<file path="src/rtl/core/ttg_pkg.sv">
// ============================================================================
// ttg_pkg - triangle tangent generator shared definitions
// Widths, fixed-point constants and controller/datapath interface types.
// ============================================================================
`default_nettype none

package ttg_pkg;

    // Arithmetic widths taken from the vertex fields
    localparam int POS_WIDTH    = 32;
    localparam int TEX_WIDTH    = 16;
    localparam int TANGENT_FRAC = 14;

    // Port field widths (fixed)
    localparam int POS_FIELD_W  = 32;
    localparam int TEX_FIELD_W  = 16;
    localparam int OUT_W        = 16;
    localparam int CORNER_W     = 2;
    localparam int S_TDATA_W    = 3 * POS_FIELD_W + TEX_FIELD_W;
    localparam int M_FIELDS_W   = 3 * OUT_W + CORNER_W;
    localparam int M_TDATA_W    = ((M_FIELDS_W + 7) / 8) * 8;
    localparam int M_PAD_W      = M_TDATA_W - M_FIELDS_W;

    localparam int CORNERS      = 3;
    localparam int AXES         = 3;
    localparam logic [1:0] HELD_FULL = 2'd2;

    // Highest bit of the largest magnitude after normalization
    localparam int NORM_TOP     = 29;

    // Datapath widths
    localparam int DV_W    = TEX_WIDTH + 1;
    localparam int E_W     = POS_WIDTH + 1;
    localparam int T_W     = DV_W + E_W + 1;
    localparam int MAG_W   = (T_W > NORM_TOP + 2) ? T_W : NORM_TOP + 2;
    localparam int MUL_A_W = (E_W > NORM_TOP + 2) ? E_W : NORM_TOP + 2;
    localparam int MUL_B_W = (DV_W > NORM_TOP + 2) ? DV_W : NORM_TOP + 2;
    localparam int PROD_W  = MUL_A_W + MUL_B_W;
    localparam int SUM_W   = 2 * (NORM_TOP + 1) + 2;
    localparam int N_W     = SUM_W / 2;
    localparam int SQRT_STEPS = SUM_W / 2;
    localparam int QW      = TANGENT_FRAC + 1;
    localparam int NUM_W   = NORM_TOP + 2 + TANGENT_FRAC;
    localparam int DIV_STEPS = QW;

    localparam int CNT_MAX0 = (SQRT_STEPS > DIV_STEPS) ? SQRT_STEPS : DIV_STEPS;
    localparam int CNT_MAX  = (CNT_MAX0 > 2 * AXES + 1) ? CNT_MAX0 : 2 * AXES + 1;
    localparam int CNT_W    = $clog2(CNT_MAX);

    // Multiplier operand selection
    typedef enum logic [1:0] {
        MUL_DV2_E1 = 2'd0,
        MUL_DV1_E2 = 2'd1,
        MUL_SQ     = 2'd2
    } mul_op_t;

    typedef struct packed {
        logic       hold_wr;
        logic       hold_idx;
        logic       tri_ld;
        logic       mul_en;
        mul_op_t    mul_op;
        logic [1:0] idx;
        logic       abs_en;
        logic       max_en;
        logic       norm_en;
        logic       sqrt_init;
        logic       sqrt_en;
        logic       div_init;
        logic       div_en;
        logic       div_store;
    } ttg_cmd_t;

    typedef struct packed {
        logic norm_done;
        logic degenerate;
    } ttg_status_t;

endpackage

`default_nettype wire

</file>
<file path="src/rtl/core/ttg_ctrl.sv">
// ============================================================================
// ttg_ctrl - triangle tangent sequencer
// Vertex counting, handshake control and step sequencing of the datapath.
// ============================================================================
`default_nettype none

module ttg_ctrl
    import ttg_pkg::*;
(
    input  wire logic        clk,
    input  wire logic        rst_n,
    input  wire logic        s_tvalid,
    input  wire logic        s_restart,
    output logic             s_tready,
    output logic             m_tvalid,
    input  wire logic        m_tready,
    output logic [1:0]       corner,
    output ttg_cmd_t         cmd,
    input  wire ttg_status_t status
);

    typedef enum logic [10:0] {
        S_IDLE      = 11'b000_0000_0001,
        S_MUL       = 11'b000_0000_0010,
        S_ABS       = 11'b000_0000_0100,
        S_MAX       = 11'b000_0000_1000,
        S_NORM      = 11'b000_0001_0000,
        S_SQ        = 11'b000_0010_0000,
        S_SQRT      = 11'b000_0100_0000,
        S_DIV_INIT  = 11'b000_1000_0000,
        S_DIV_STEP  = 11'b001_0000_0000,
        S_DIV_STORE = 11'b010_0000_0000,
        S_EMIT      = 11'b100_0000_0000
    } state_t;

    localparam logic [CNT_W-1:0] MUL_LAST  = CNT_W'(2 * AXES);
    localparam logic [CNT_W-1:0] SQ_LAST   = CNT_W'(AXES);
    localparam logic [CNT_W-1:0] SQRT_LAST = CNT_W'(SQRT_STEPS - 1);
    localparam logic [CNT_W-1:0] DIV_LAST  = CNT_W'(DIV_STEPS - 1);
    localparam logic [1:0]       IDX_LAST  = 2'(AXES - 1);
    localparam logic [1:0]       CRN_LAST  = 2'(CORNERS - 1);

    state_t           state_reg, state_next;
    logic [CNT_W-1:0] cnt_reg, cnt_next;
    logic [1:0]       idx_reg, idx_next;
    logic [1:0]       count_reg, count_next;
    logic [1:0]       corner_reg, corner_next;
    logic [1:0]       eff_count;
    logic             in_accept;

    // With two held, any vertex waits for idle; others are stored any time
    assign s_tready  = (state_reg == S_IDLE) || (count_reg != HELD_FULL);
    assign in_accept = s_tvalid && s_tready;
    assign eff_count = s_restart ? 2'd0 : count_reg;

    always_comb
    begin
        cmd         = '0;
        state_next  = state_reg;
        cnt_next    = cnt_reg;
        idx_next    = idx_reg;
        count_next  = count_reg;
        corner_next = corner_reg;

        if (in_accept)
        begin
            if (eff_count == HELD_FULL)
            begin
                cmd.tri_ld = 1'b1;
                count_next = 2'd0;
            end
            else
            begin
                cmd.hold_wr  = 1'b1;
                cmd.hold_idx = eff_count[0];
                count_next   = eff_count + 2'd1;
            end
        end

        unique case (state_reg)
            S_IDLE:
            begin
                if (in_accept && eff_count == HELD_FULL)
                begin
                    state_next = S_MUL;
                    cnt_next   = '0;
                end
            end
            S_MUL:
            begin
                cmd.mul_op = cnt_reg[0] ? MUL_DV1_E2 : MUL_DV2_E1;
                cmd.idx    = cnt_reg[2:1];
                if (cnt_reg == MUL_LAST)
                begin
                    state_next = S_ABS;
                end
                else
                begin
                    cmd.mul_en = 1'b1;
                    cnt_next   = cnt_reg + 1'b1;
                end
            end
            S_ABS:
            begin
                cmd.abs_en = 1'b1;
                state_next = S_MAX;
            end
            S_MAX:
            begin
                cmd.max_en = 1'b1;
                state_next = S_NORM;
            end
            S_NORM:
            begin
                if (status.degenerate)
                begin
                    state_next  = S_EMIT;
                    corner_next = 2'd0;
                end
                else if (status.norm_done)
                begin
                    state_next = S_SQ;
                    cnt_next   = '0;
                end
                else
                begin
                    cmd.norm_en = 1'b1;
                end
            end
            S_SQ:
            begin
                cmd.mul_op = MUL_SQ;
                cmd.idx    = cnt_reg[1:0];
                if (cnt_reg == SQ_LAST)
                begin
                    cmd.sqrt_init = 1'b1;
                    cnt_next      = '0;
                    state_next    = S_SQRT;
                end
                else
                begin
                    cmd.mul_en = 1'b1;
                    cnt_next   = cnt_reg + 1'b1;
                end
            end
            S_SQRT:
            begin
                cmd.sqrt_en = 1'b1;
                if (cnt_reg == SQRT_LAST)
                begin
                    state_next = S_DIV_INIT;
                    idx_next   = 2'd0;
                end
                else
                begin
                    cnt_next = cnt_reg + 1'b1;
                end
            end
            S_DIV_INIT:
            begin
                cmd.div_init = 1'b1;
                cmd.idx      = idx_reg;
                cnt_next     = '0;
                state_next   = S_DIV_STEP;
            end
            S_DIV_STEP:
            begin
                cmd.div_en = 1'b1;
                if (cnt_reg == DIV_LAST)
                begin
                    state_next = S_DIV_STORE;
                end
                else
                begin
                    cnt_next = cnt_reg + 1'b1;
                end
            end
            S_DIV_STORE:
            begin
                cmd.div_store = 1'b1;
                cmd.idx       = idx_reg;
                if (idx_reg == IDX_LAST)
                begin
                    state_next  = S_EMIT;
                    corner_next = 2'd0;
                end
                else
                begin
                    idx_next   = idx_reg + 2'd1;
                    state_next = S_DIV_INIT;
                end
            end
            S_EMIT:
            begin
                if (m_tready)
                begin
                    if (corner_reg == CRN_LAST)
                    begin
                        state_next = S_IDLE;
                    end
                    else
                    begin
                        corner_next = corner_reg + 2'd1;
                    end
                end
            end
            default:
            begin
                state_next = S_IDLE;
            end
        endcase
    end

    always_ff @(posedge clk or negedge rst_n)
    begin
        if (!rst_n)
        begin
            state_reg  <= S_IDLE;
            cnt_reg    <= '0;
            idx_reg    <= '0;
            count_reg  <= '0;
            corner_reg <= '0;
        end
        else
        begin
            state_reg  <= state_next;
            cnt_reg    <= cnt_next;
            idx_reg    <= idx_next;
            count_reg  <= count_next;
            corner_reg <= corner_next;
        end
    end

    assign m_tvalid = (state_reg == S_EMIT);
    assign corner   = corner_reg;

endmodule

`default_nettype wire

</file>
<file path="config.mk">
export PLATFORM = sky130hd
export DESIGN_NAME = ttg_ctrl
export DESIGN_NICKNAME = d
export VERILOG_FILES = /design/src/rtl/core/ttg_pkg.sv /design/src/rtl/core/ttg_ctrl.sv
export SDC_FILE = /design/constraint.sdc
export NUM_CORES = 1
export LEC_CHECK = 0
export ABC_AREA = 1
export BUFFER_PORTS_ARGS = -buffer_cell sky130_fd_sc_hd__buf_2
export CAP_MARGIN = 20
export CORE_MARGIN = 2
export CORE_UTILIZATION = 45
export DETAILED_ROUTE_END_ITERATION = 12
export GPL_TIMING_DRIVEN = 1
export PLACE_DENSITY = 0.66
export SLEW_MARGIN = 20
export SYNTH_ARGS = -nofsm -noshare
export SYNTH_HDL_FRONTEND = slang
export SYNTH_SLANG_ARGS = --single-unit
</file>
<file path="constraint.sdc">
create_clock -name clk -period 2.67 [get_ports clk]
set_input_delay 0.267 -clock clk [delete_from_list [all_inputs] [get_ports clk]]
set_output_delay 0.267 -clock clk [all_outputs]
set_load 0.005 [all_outputs]
</file>
==> metrics.yaml, run 1 <==
outcome: "finished, final reports clean"
multi_input_area_um2: 887
irDropWorstVdd_mv: 0.307
synth_seq_cells: 22
timing.hold.ws_ns: 0.181
layout_common_cells: "nand2_1 (52), inv_1 (38), buf_2 (26)"
ctsResizeCount: 0
path_clk_slew_ns: 0.12
fin_skew_ns: 0.00561
swShare: 0.434
track_usage: 0.194
hold_path_class: "primary input to register"
p_total_mw: 1.20
dr.pass1.iters: 4
ys_top_cells_by_area: "dfrtp_1 (33%), nand2_1 (12%), inv_1 (8.9%)"
post_drt_via_cell_ratio: 4.73
worstHoldStart: "status[1]"
io_buffers: 26
antenna_found_initial: 0
finalCriticalPeriod_ns: 2.10
drive_above_1_share: 0.247
post-route-drc-count: 0
synth_cells: 221
cts_max_path_buffers: 2
root_buffer: "clkbuf_4"
synth.top_cell.area_share: 0.328
p_sw_uw: 520
grt_pass1_vias: 1362
finalNonFillerCells: 297
grt_overflow: 0
routedWlPerCell_um: 11.6
intPower_uw: 679
rows: 21
syn_area_um2: 1600
cts_tree: "yes"
rsz0062_at_grt: "false"
drt_iter0_markers: 43
final.setup.tns_ns: 0
placed_cells: 292
wirelength_um: 3460
fin_crit_sh: 0.786
antenna_left: 0
worstMarginPinSlew_ns: 0.508
r2r-start: "cnt_reg[0]$_DFFE_PN0P_"
core_area_um2: 3390
power.leakage_nw: 1.08
clock_latency_ns: 0.31
cts_buffers: 3
maxCapViolCount: 0
maxSlewHeadroom: 0.661
die_area_um2: 4050
crit_start: "state_reg[5]$_DFFE_PN0P_"
clockPowerShare: 0.155
yosysSeqAreaShare: 0.345
fillers: 349
n_antenna_cell: 0
power_frac_comb: 0.469
fin_ws_ns: 0.571
place_ws_ns: 0.857
grt_start_max_net_pins: 23
clock_sinks: 22
critPathKind: "register to primary output"
worst_ep_required_time_ns: 2.40
start_kind: "register"
design_area_um2: 1830
die_w_um: 63.7
fin_nets: 263
utilization: 0.540
final_common_cell: "nand2_1"
setup_viol_count_final: 0
synthDistinctLibCells: 35
worstPathMaxFanout: 7
syn_avg_cell_area_um2: 7.25
seqCellArea_um2: 552
hold_viol: 0
syn_nets: 232
seqPwrFrac: 0.376
placedInstanceArea_um2: 1780
grt_pass1_wl_um: 6130
yosysWarnings: 0
p_per_area_nw_per_um2: 655
vias: 1404
num_io_pins: 27
arrival_ns: 1.83
max_freq_mhz: 476
end_kind: "primary output"
slew_violations: 0
die_height_um: 63.7
htreeDepth: 1
gp_congestion: 0.839
dp_hpwl_um: 2790
largest_reg_flops: 11
yosysTopAreaCell: "dfrtp_1"
area_delta_synth_final_pct: 14.3
postCtsSetupBuffers: 0
initial_utilization: 0.472
-- power groups by stage --
stage	Combinational, mW	Sequential [mW]	Clock (mW)
after floorplan	0.463	0.434	0
after global placement	0.558	0.458	0
after detailed placement	0.564	0.457	0
after CTS	0.567	0.450	0.193
after global routing	0.647	0.461	0.207
final	0.563	0.451	0.186
-- path summary, 6_finish.rpt --
path                                            end  slack (ns)  cells past startpoint
min in group asynchronous    idx_reg[0]$_DFFE_PN0P_        0.44                      2
max in group asynchronous  state_reg[0]$_DFFE_PN1P_        1.87                      2
min reg2reg                   corner[0]$_DFFE_PN0P_        0.52                      1
min                        state_reg[4]$_DFFE_PN0P_        0.18                      2
max reg2reg                state_reg[5]$_DFFE_PN0P_        0.82                     11
max                                          cmd[9]        0.57                      8
-- layer usage --
layer / track usage / wire length, um
met1: 0.282 / 1830
met2: 0.287 / 1450
met3: 0.0196 / 127
met4: 0.0897 / 51
met5: 0 / 0
-- layout make-up --
type	count	area share
Timing Repair Buffer	27	0.0766
Tap cell	46	0.0314
Clock buffer	4	0.0198
Sequential cell	22	0.301
Multi-Input combinational cell	156	0.485
Inverter	42	0.0861
-- critical path, cell delays in order, from the launching register on --
cell	delay, ns
dfrtp_1	0.44
nor2_4	0.18
nand2_4	0.10
nor2_4	0.16
nand2_1	0.19
nand2_1	0.12
inv_1	0.06
o221ai_1	0.13
buf_2	0.14
-- what timing repair did --
item	CTS	global route
hold buffers	1	0
endpoints found under the hold margin	21	0
setup endpoints to repair	0	0
-- cell families after synthesis --
| family | after synthesis | synth area share |
|---|---|---|
| simple gates | 131 | 0.436 |
| compound gates | 18 | 0.0703 |
| xor+xnor | 3 | 0.0164 |
| fa+ha+maj | 4 | 0.0313 |
| buf+inv | 43 | 0.102 |
| flops | 22 | 0.345 |
-- synthesized netlist by cell type (all sizes together) --
library cell  instances
xor2                  2
o211ai                1
or2                   1
inv                  40
a31oi                 1
o31ai                 1
xnor2                 1
nand2                64
ha                    4
nand3b                2
buf                   1
a21oi                 2
clkinv                2
or3                   1
o22ai                 1
nand3                16
o21a                  1
nor3                  6
o221ai                2
o21ai                 9
nand4                 3
dfstp                 1
dfrtp                21
nor3b                 1
nor2                 37
(Power assumes the default switching activity.)
==> run 2, diff against run 1 <==
clock period = 2.1 ns   (was 2.67 ns; I/O delays follow)
==> metrics.yaml, run 2 (synthesis results as in run 1) <==
vias: 1459  # was 1404
cts_tree: "yes"  # unchanged
n_antenna_cell: 0  # unchanged
post_drt_via_cell_ratio: 4.80  # was 4.73
core_area_um2: 3390  # unchanged
worstHoldStart: "status[1]"  # unchanged
hold_viol: 0  # unchanged
antenna_found_initial: 0  # unchanged
final_common_cell: "nand2_1"  # unchanged
hold_depth: 2  # unchanged
timing.rr.end: "state_reg[5]$_DFFE_PN0P_"  # unchanged
path_clk_slew_ns: 0.12  # about the same
dr_wl_met3_um: 177  # was 127 um
rsz0062_at_grt: "false"  # unchanged
maxSlewHeadroom: 0.672  # was 0.661
rows: 21  # unchanged
setup_viol_count_final: 0  # unchanged
gp_congestion: 0.918  # was 0.839
die_height_um: 63.7  # unchanged
intPower_uw: 898  # was 679 uW
worst_ep_required_time_ns: 1.89  # was 2.40 ns
drive_above_1_share: 0.283  # was 0.247
dp_hpwl_um: 2750  # was 2790 um
r2r_slack_ns: 0.21  # was 0.82 ns
layout_common_cells: "nand2_1 (51), inv_1 (38), buf_2 (26)"  # was nand2_1 (52), inv_1 (38), buf_2 (26)
slew_violations: 0  # unchanged
track_usage: 0.183  # was 0.194
worstPathMaxFanout: 7  # unchanged
grt_start_max_net_pins: 23  # unchanged
clock_latency_ns: 0.32  # was 0.31 ns
final.setup.tns_ns: 0  # unchanged
r2r-start: "cnt_reg[0]$_DFFE_PN0P_"  # unchanged
start_kind: "register"  # unchanged
drt_iter0_markers: 57  # was 43
finalCriticalPeriod_ns: 1.93
htreeDepth: 1  # unchanged
rr_worst_depth: 11  # unchanged
p_sw_uw: 681  # was 520 uW
clock_sinks: 22  # unchanged
hold_path_class: "primary input to register"  # unchanged
highest_layer: "met4"  # unchanged
grt_pass1_wl_um: 5810  # was 6130 um
outcome: "finished, final reports clean"  # unchanged
critPathKind: "register to primary output"  # unchanged
power_frac_comb: 0.480  # was 0.469
wl_met2_um: 1540  # was 1450 um
grt_overflow: 0  # unchanged
root_buffer: "clkbuf_4"  # unchanged
worst-path-buf-inv: 2  # unchanged
antenna_left: 0  # unchanged
worstMarginPinSlew_ns: 0.492  # was 0.508 ns
min_to: "state_reg[4]$_DFFE_PN0P_"  # unchanged
grt_pass1_vias: 1349  # was 1362
utilization: 0.562  # was 0.540
io_buffers: 26  # unchanged
max_freq_mhz: 518
max_stage_delay_ns: 0.44  # about the same
die_w_um: 63.7  # unchanged
seqPwrFrac: 0.365  # was 0.376
fin_nets: 270  # was 263
fin_skew_ns: 0.00233  # was 0.00561 ns
swShare: 0.431  # was 0.434
fillers: 340  # was 349
arrival_ns: 1.72  # was 1.83 ns
end_kind: "primary output"  # unchanged
clockPowerShare: 0.154  # was 0.155
post-route-drc-count: 0  # unchanged
area_delta_synth_final_pct: 19.0  # was 14.3%
drt-met1-wl_um: 1710  # was 1830 um
fin_crit_sh: 0.920
initial_utilization: 0.472  # unchanged
routedWlPerCell_um: 11.4  # was 11.6 um
p_total_mw: 1.58  # was 1.20 mW
slowest_stage: "dfrtp_1"  # unchanged
timing.hold.ws_ns: 0.120  # was 0.181 ns
largest_reg_flops: 11  # unchanged
power.leakage_nw: 1.13  # was 1.08 nW
irDropWorstVdd_mv: 0.391  # was 0.307 mV
cts_buffers: 3  # unchanged
die_area_um2: 4050  # unchanged
critPathTopFamily: "simple AND/OR/NAND/NOR gates"  # unchanged
p_per_area_nw_per_um2: 829  # was 655 nW/um^2
wirelength_um: 3480  # was 3460 um
crit_chain: "nor2_2 > nand2_4 > nor2_8 > nand3_2 > nand2_1 > inv_1 > o221ai_1 > buf_2"  # was nor2_4 > nand2_4 > nor2_4 > nand2_1 > nand2_1 > inv_1 > o221ai_1 > buf_2
maxCapViolCount: 0  # unchanged
cts_max_path_buffers: 2  # unchanged
crit_cells: 8  # unchanged
num_io_pins: 27  # unchanged
dr.pass1.iters: 4  # unchanged
==> run 2: worst max path at each step <==
stage / from / slack (ns) / endpoint
2_1_floorplan: cnt_reg[0]$_DFFE_PN0P_ / 0.54 / state_reg[5]$_DFFE_PN0P_
3_3_place_gp: cnt_reg[0]$_DFFE_PN0P_ / 0.28 / state_reg[5]$_DFFE_PN0P_
3_5_place_dp: cnt_reg[0]$_DFFE_PN0P_ / 0.28 / state_reg[5]$_DFFE_PN0P_
4_1_cts: state_reg[8]$_DFFE_PN0P_ / 0.05 / cmd[8]
5_1_grt: state_reg[8]$_DFFE_PN0P_ / 0.006 / cmd[9]
6_report: state_reg[8]$_DFFE_PN0P_ / 0.17 / cmd[8]
==> run 2: cell type report <==
cell class                      instances  area (um^2)  area share
Clock buffer                            4         36.3      0.0190
Inverter                               42          158      0.0827
Multi-Input combinational cell        156          910       0.477
Sequential cell                        22          552       0.290
Tap cell                               46         57.6      0.0302
Timing Repair Buffer                   34          193       0.101
==> run 2: power by group through the flow <==
stage / Combinational (mW) / Sequential (mW) / Clock [mW]
final: 0.759 / 0.577 / 0.244
after global routing: 0.847 / 0.590 / 0.270
after CTS: 0.715 / 0.572 / 0.248
after detailed placement: 0.711 / 0.581 / 0
after global placement: 0.706 / 0.580 / 0
after floorplan: 0.589 / 0.551 / 0
==> run 2: what timing repair did <==
action / 4_1_cts / 5_1_grt
hold buffers: 1 / 0
resized for setup: 0 / 6
endpoints found under the setup margin: 0 / 4
endpoints found under the hold margin: 21 / 0
buffers inserted: 0 / 7
==> run 2: through the flow <==
step           cells  worst slack (ns)  area [um^2]
2_1_floorplan    221             0.539         1600
3_3_place_gp     292             0.281         1780
3_5_place_dp     292             0.278         1780
4_1_cts          297            0.0548         1830
5_1_grt          304           0.00619         1910
6_report         304             0.168         1910
==> run 2: per-layer routing <==
metal,vias up,track usage
li1,766,-
met1,649,0.248
met2,39,0.297
met3,5,0.0304
met4,0,0.0571
met5,-,0
==> run 3, diff against run 2 <==
ABC_AREA = not set   (was 1)
CELL_PAD_IN_SITES_DETAIL_PLACEMENT = 0   (was not set)
CELL_PAD_IN_SITES_GLOBAL_PLACEMENT = 2   (was not set)
CORE_MARGIN = 3   (was 2)
CORE_UTILIZATION = 34   (was 45)
PLACE_DENSITY = not set   (was 0.66)
PLACE_DENSITY_LB_ADDON = 0.1   (was not set)
==> metrics.yaml, run 3 <==
synth_cells: 196  # was 221
initial_utilization: 0.359  # was 0.472
finalNonFillerCells: 354  # was 304
async_flop_share: 1.00  # unchanged
max_stage_delay_ns: 0.45  # was 0.44 ns
irDropWorstVdd_mv: 0.374  # was 0.391 mV
gp_congestion: 0.835  # was 0.918
outcome: "finished with violations"  # was finished, final reports clean
syn_nets: 207  # was 232
clock_latency_ns: 0.27  # was 0.32 ns
worst_ep_required_time_ns: 2.31  # was 1.89 ns
worstHoldStart: "s_tvalid"  # was status[1]
slowest_stage: "dfrtp_1"  # unchanged
cts_tree: "yes"  # unchanged
rows: 25  # was 21
track_usage: 0.188  # was 0.183
worstPathMaxFanout: 4  # was 7
synth_edf_count: 0  # unchanged
critPathKind: "register to register"  # was register to primary output
n_antenna_cell: 0  # unchanged
yosysTopAreaCell: "dfrtp_1"  # unchanged
power_frac_comb: 0.577  # was 0.480
layout_common_cells: "buf_4 (60), buf_2 (23), dfrtp_1 (17), buf_6 (17)"  # was nand2_1 (51), inv_1 (38), buf_2 (26)
vias: 1894  # was 1459
max_freq_mhz: 429  # was 518 MHz
swShare: 0.372  # was 0.431
synth_common_cells: "dfrtp_1 (21), nor2_1 (19), inv_1 (13), nand2_1 (12)"  # was nand2_1 (52), inv_1 (38), nor2_1 (25), dfrtp_1 (21), nand3_1 (13)
r2r-start: "state_reg[1]$_DFFE_PN0P_"  # was cnt_reg[0]$_DFFE_PN0P_
die_area_um2: 5980  # was 4050 um^2
maxCapViolCount: 0  # unchanged
crit_cells: 7  # was 8
io_buffers: 26  # unchanged
end_kind: "register"  # was primary output
slew_violations: 0  # unchanged
path_clk_slew_ns: 0.09  # was 0.12 ns
wirelength_um: 5930  # was 3480 um
crit_chain: "buf_6 > nor4_4 > a41oi_2 > a2111oi_4 > o221ai_2 > or4_1 > nand2_1"  # was nor2_2 > nand2_4 > nor2_8 > nand3_2 > nand2_1 > inv_1 > o221ai_1 > buf_2
root_buffer: "clkbuf_8"  # was clkbuf_4
core_area_um2: 4820  # was 3390 um^2
min_to: "count_reg[1]$_DFFE_PN0N_"  # was state_reg[4]$_DFFE_PN0P_
grt_pass1_vias: 1842  # was 1349
finalCriticalPeriod_ns: 2.33  # was 1.93 ns
place_ws_ns: -0.141  # was 0.278 ns
largest_reg_flops: 11  # unchanged
synth.top_cell.area_share: 0.304  # was 0.328
synth_most_common_cell: "dfrtp_1"  # was nand2_1
intPower_mw: 1.23  # was 898 uW
critPathTopFamily: "compound AO/OA/AOI/OAI gates"  # was simple AND/OR/NAND/NOR gates
clock_sinks: 22  # unchanged
hold_path_class: "primary input to register"  # unchanged
worst-path-buf-inv: 1  # was 2
dp_hpwl_um: 4060  # was 2750 um
fin_nets: 299  # was 270
post-route-drc-count: 0  # unchanged
cts_buffers: 3  # unchanged
hold_viol: 0  # unchanged
post_drt_via_cell_ratio: 5.35  # was 4.80
synth_ff_type: "dfrtp_1"  # unchanged
setup_viol_count_final: 28  # was 0
maxSlewHeadroom: 0.638  # was 0.672
yosysWarnings: 0  # unchanged
drt_iter0_markers: 130  # was 57
ys_top_cells_by_area: "dfrtp_1 (30%), nor2_1 (4.1%), buf_6 (3.3%)"  # was dfrtp_1 (33%), nand2_1 (12%), inv_1 (8.9%)
p_per_area_nw_per_um2: 694  # was 829 nW/um^2
synthDistinctLibCells: 67  # was 35
rr_worst_depth: 7  # was 11
die_w_um: 77.3  # was 63.7 um
failed_checks: "setup timing"
drive_above_1_share: 0.606  # was 0.283
r2r_slack_ns: -0.23  # was 0.21 ns
fin_crit_sh: 1.11  # was 0.920
grt_overflow: 0  # unchanged
fin_ws_ns: -0.231  # was 0.168 ns
fin_skew_ns: 0.00566  # was 0.00233 ns
die_height_um: 77.3  # was 63.7 um
synth_seq_cells: 22  # unchanged
placed_cells: 323  # was 292
antenna_found_initial: 0  # unchanged
worstMarginPinSlew_ns: 0.543  # was 0.492 ns
start_kind: "register"  # unchanged
rsz0062_at_grt: "true"  # was false
dr.pass1.iters: 4  # unchanged
grt_pass1_wl_um: 9110  # was 5810 um
arrival_ns: 2.55  # was 1.72 ns
num_io_pins: 27  # unchanged
yosysSeqAreaShare: 0.319  # was 0.345
routedWlPerCell_um: 16.7  # was 11.4 um
area_delta_synth_final_pct: 63.6  # was 19.0%
grt_start_max_net_pins: 23  # unchanged
cts_max_path_buffers: 2  # unchanged
syn_avg_cell_area_um2: 8.83  # was 7.25 um^2
seqPwrFrac: 0.262  # was 0.365
power.leakage_nw: 1.36  # was 1.13 nW
hold_depth: 2  # unchanged
timing.rr.end: "cnt_reg[3]$_DFFE_PN0P_"  # was state_reg[5]$_DFFE_PN0P_
antenna_left: 0  # unchanged
htreeDepth: 1  # unchanged
final_common_cell: "buf_4"  # was nand2_1
final.setup.tns_ns: -3.62  # was 0 ns
p_sw_uw: 731  # was 681 uW
syn_area_um2: 1730  # was 1600 um^2
clockPowerShare: 0.161  # was 0.154
[run 3: per-layer routing]
| metal | track usage | wire, um | vias to the layer above |
|---|---|---|---|
| li1 | - | - | 912 |
| met1 | 0.245 | 2670 | 937 |
| met2 | 0.322 | 3020 | 41 |
| met3 | 0.0313 | 184 | 4 |
| met4 | 0.0463 | 48 | 0 |
| met5 | 0 | 0 | - |
[run 3: worst max-delay path by stage]
stage	startpoint	end	slack [ns]
6_report	state_reg[1]$_DFFE_PN0P_	cnt_reg[3]$_DFFE_PN0P_	-0.23
5_1_grt	state_reg[1]$_DFFE_PN0P_	cnt_reg[3]$_DFFE_PN0P_	-0.34
4_1_cts	state_reg[7]$_DFFE_PN0P_	cmd[5]	-0.22
3_5_place_dp	state_reg[2]$_DFFE_PN0P_	state_reg[0]$_DFFE_PN1P_	-0.14
3_3_place_gp	state_reg[2]$_DFFE_PN0P_	state_reg[0]$_DFFE_PN1P_	-0.13
2_1_floorplan	state_reg[7]$_DFFE_PN0P_	corner[0]$_DFFE_PN0P_	-0.12
[run 3: timing repair]
action | 4_1_cts | 5_1_grt
endpoints found under the hold margin | 21 | 0
setup endpoints to repair | 30 | 31
pin swaps | 12 | 22
gates resized for setup | 43 | 47
buffers inserted | 13 | 15
hold buffers | 1 | 0
[run 3: layout make-up]
type | count | area, um^2
clock buffers | 4 | 55.1
flip-flops and latches | 22 | 557
well taps | 67 | 83.8
inverters | 13 | 48.8
fillers | 458 | 1990
multi-input cells | 146 | 1300
repair buffers | 102 | 787
[run 3: kinds of logic after synthesis]
logic type	Yosys count	synth area share
muxes	2	0.0123
buffers and inverters	28	0.0933
adders and majority gates	4	0.0289
AOI/OAI and AO/OA	46	0.212
xor gates and xnor gates	5	0.0253
DFF	22	0.319
and+or+nand+nor	89	0.309
[run 3: power by group through the flow]
stage	sequential (mW)	clock, mW	combinational (mW)
final	0.514	0.317	1.13
after global routing	0.520	0.347	1.22
after CTS	0.510	0.329	0.915
after detailed placement	0.517	0	0.745
after global placement	0.513	0	0.731
after floorplan	0.532	0	0.415
[run 3: metrics by stage]
stage / cell area [um^2] / util / total power, mW / hold slack, ns
2_1_floorplan: 1770 / - / 0.948 / -0.0856
3_3_place_gp: 2220 / 0.461 / 1.24 / 0.223
3_5_place_dp: 2220 / 0.461 / 1.26 / 0.226
4_1_cts: 2530 / 0.524 / 1.75 / 0.175
5_1_grt: 2830 / 0.588 / 2.09 / 0.194
6_report: 2830 / 0.588 / 1.97 / 0.203
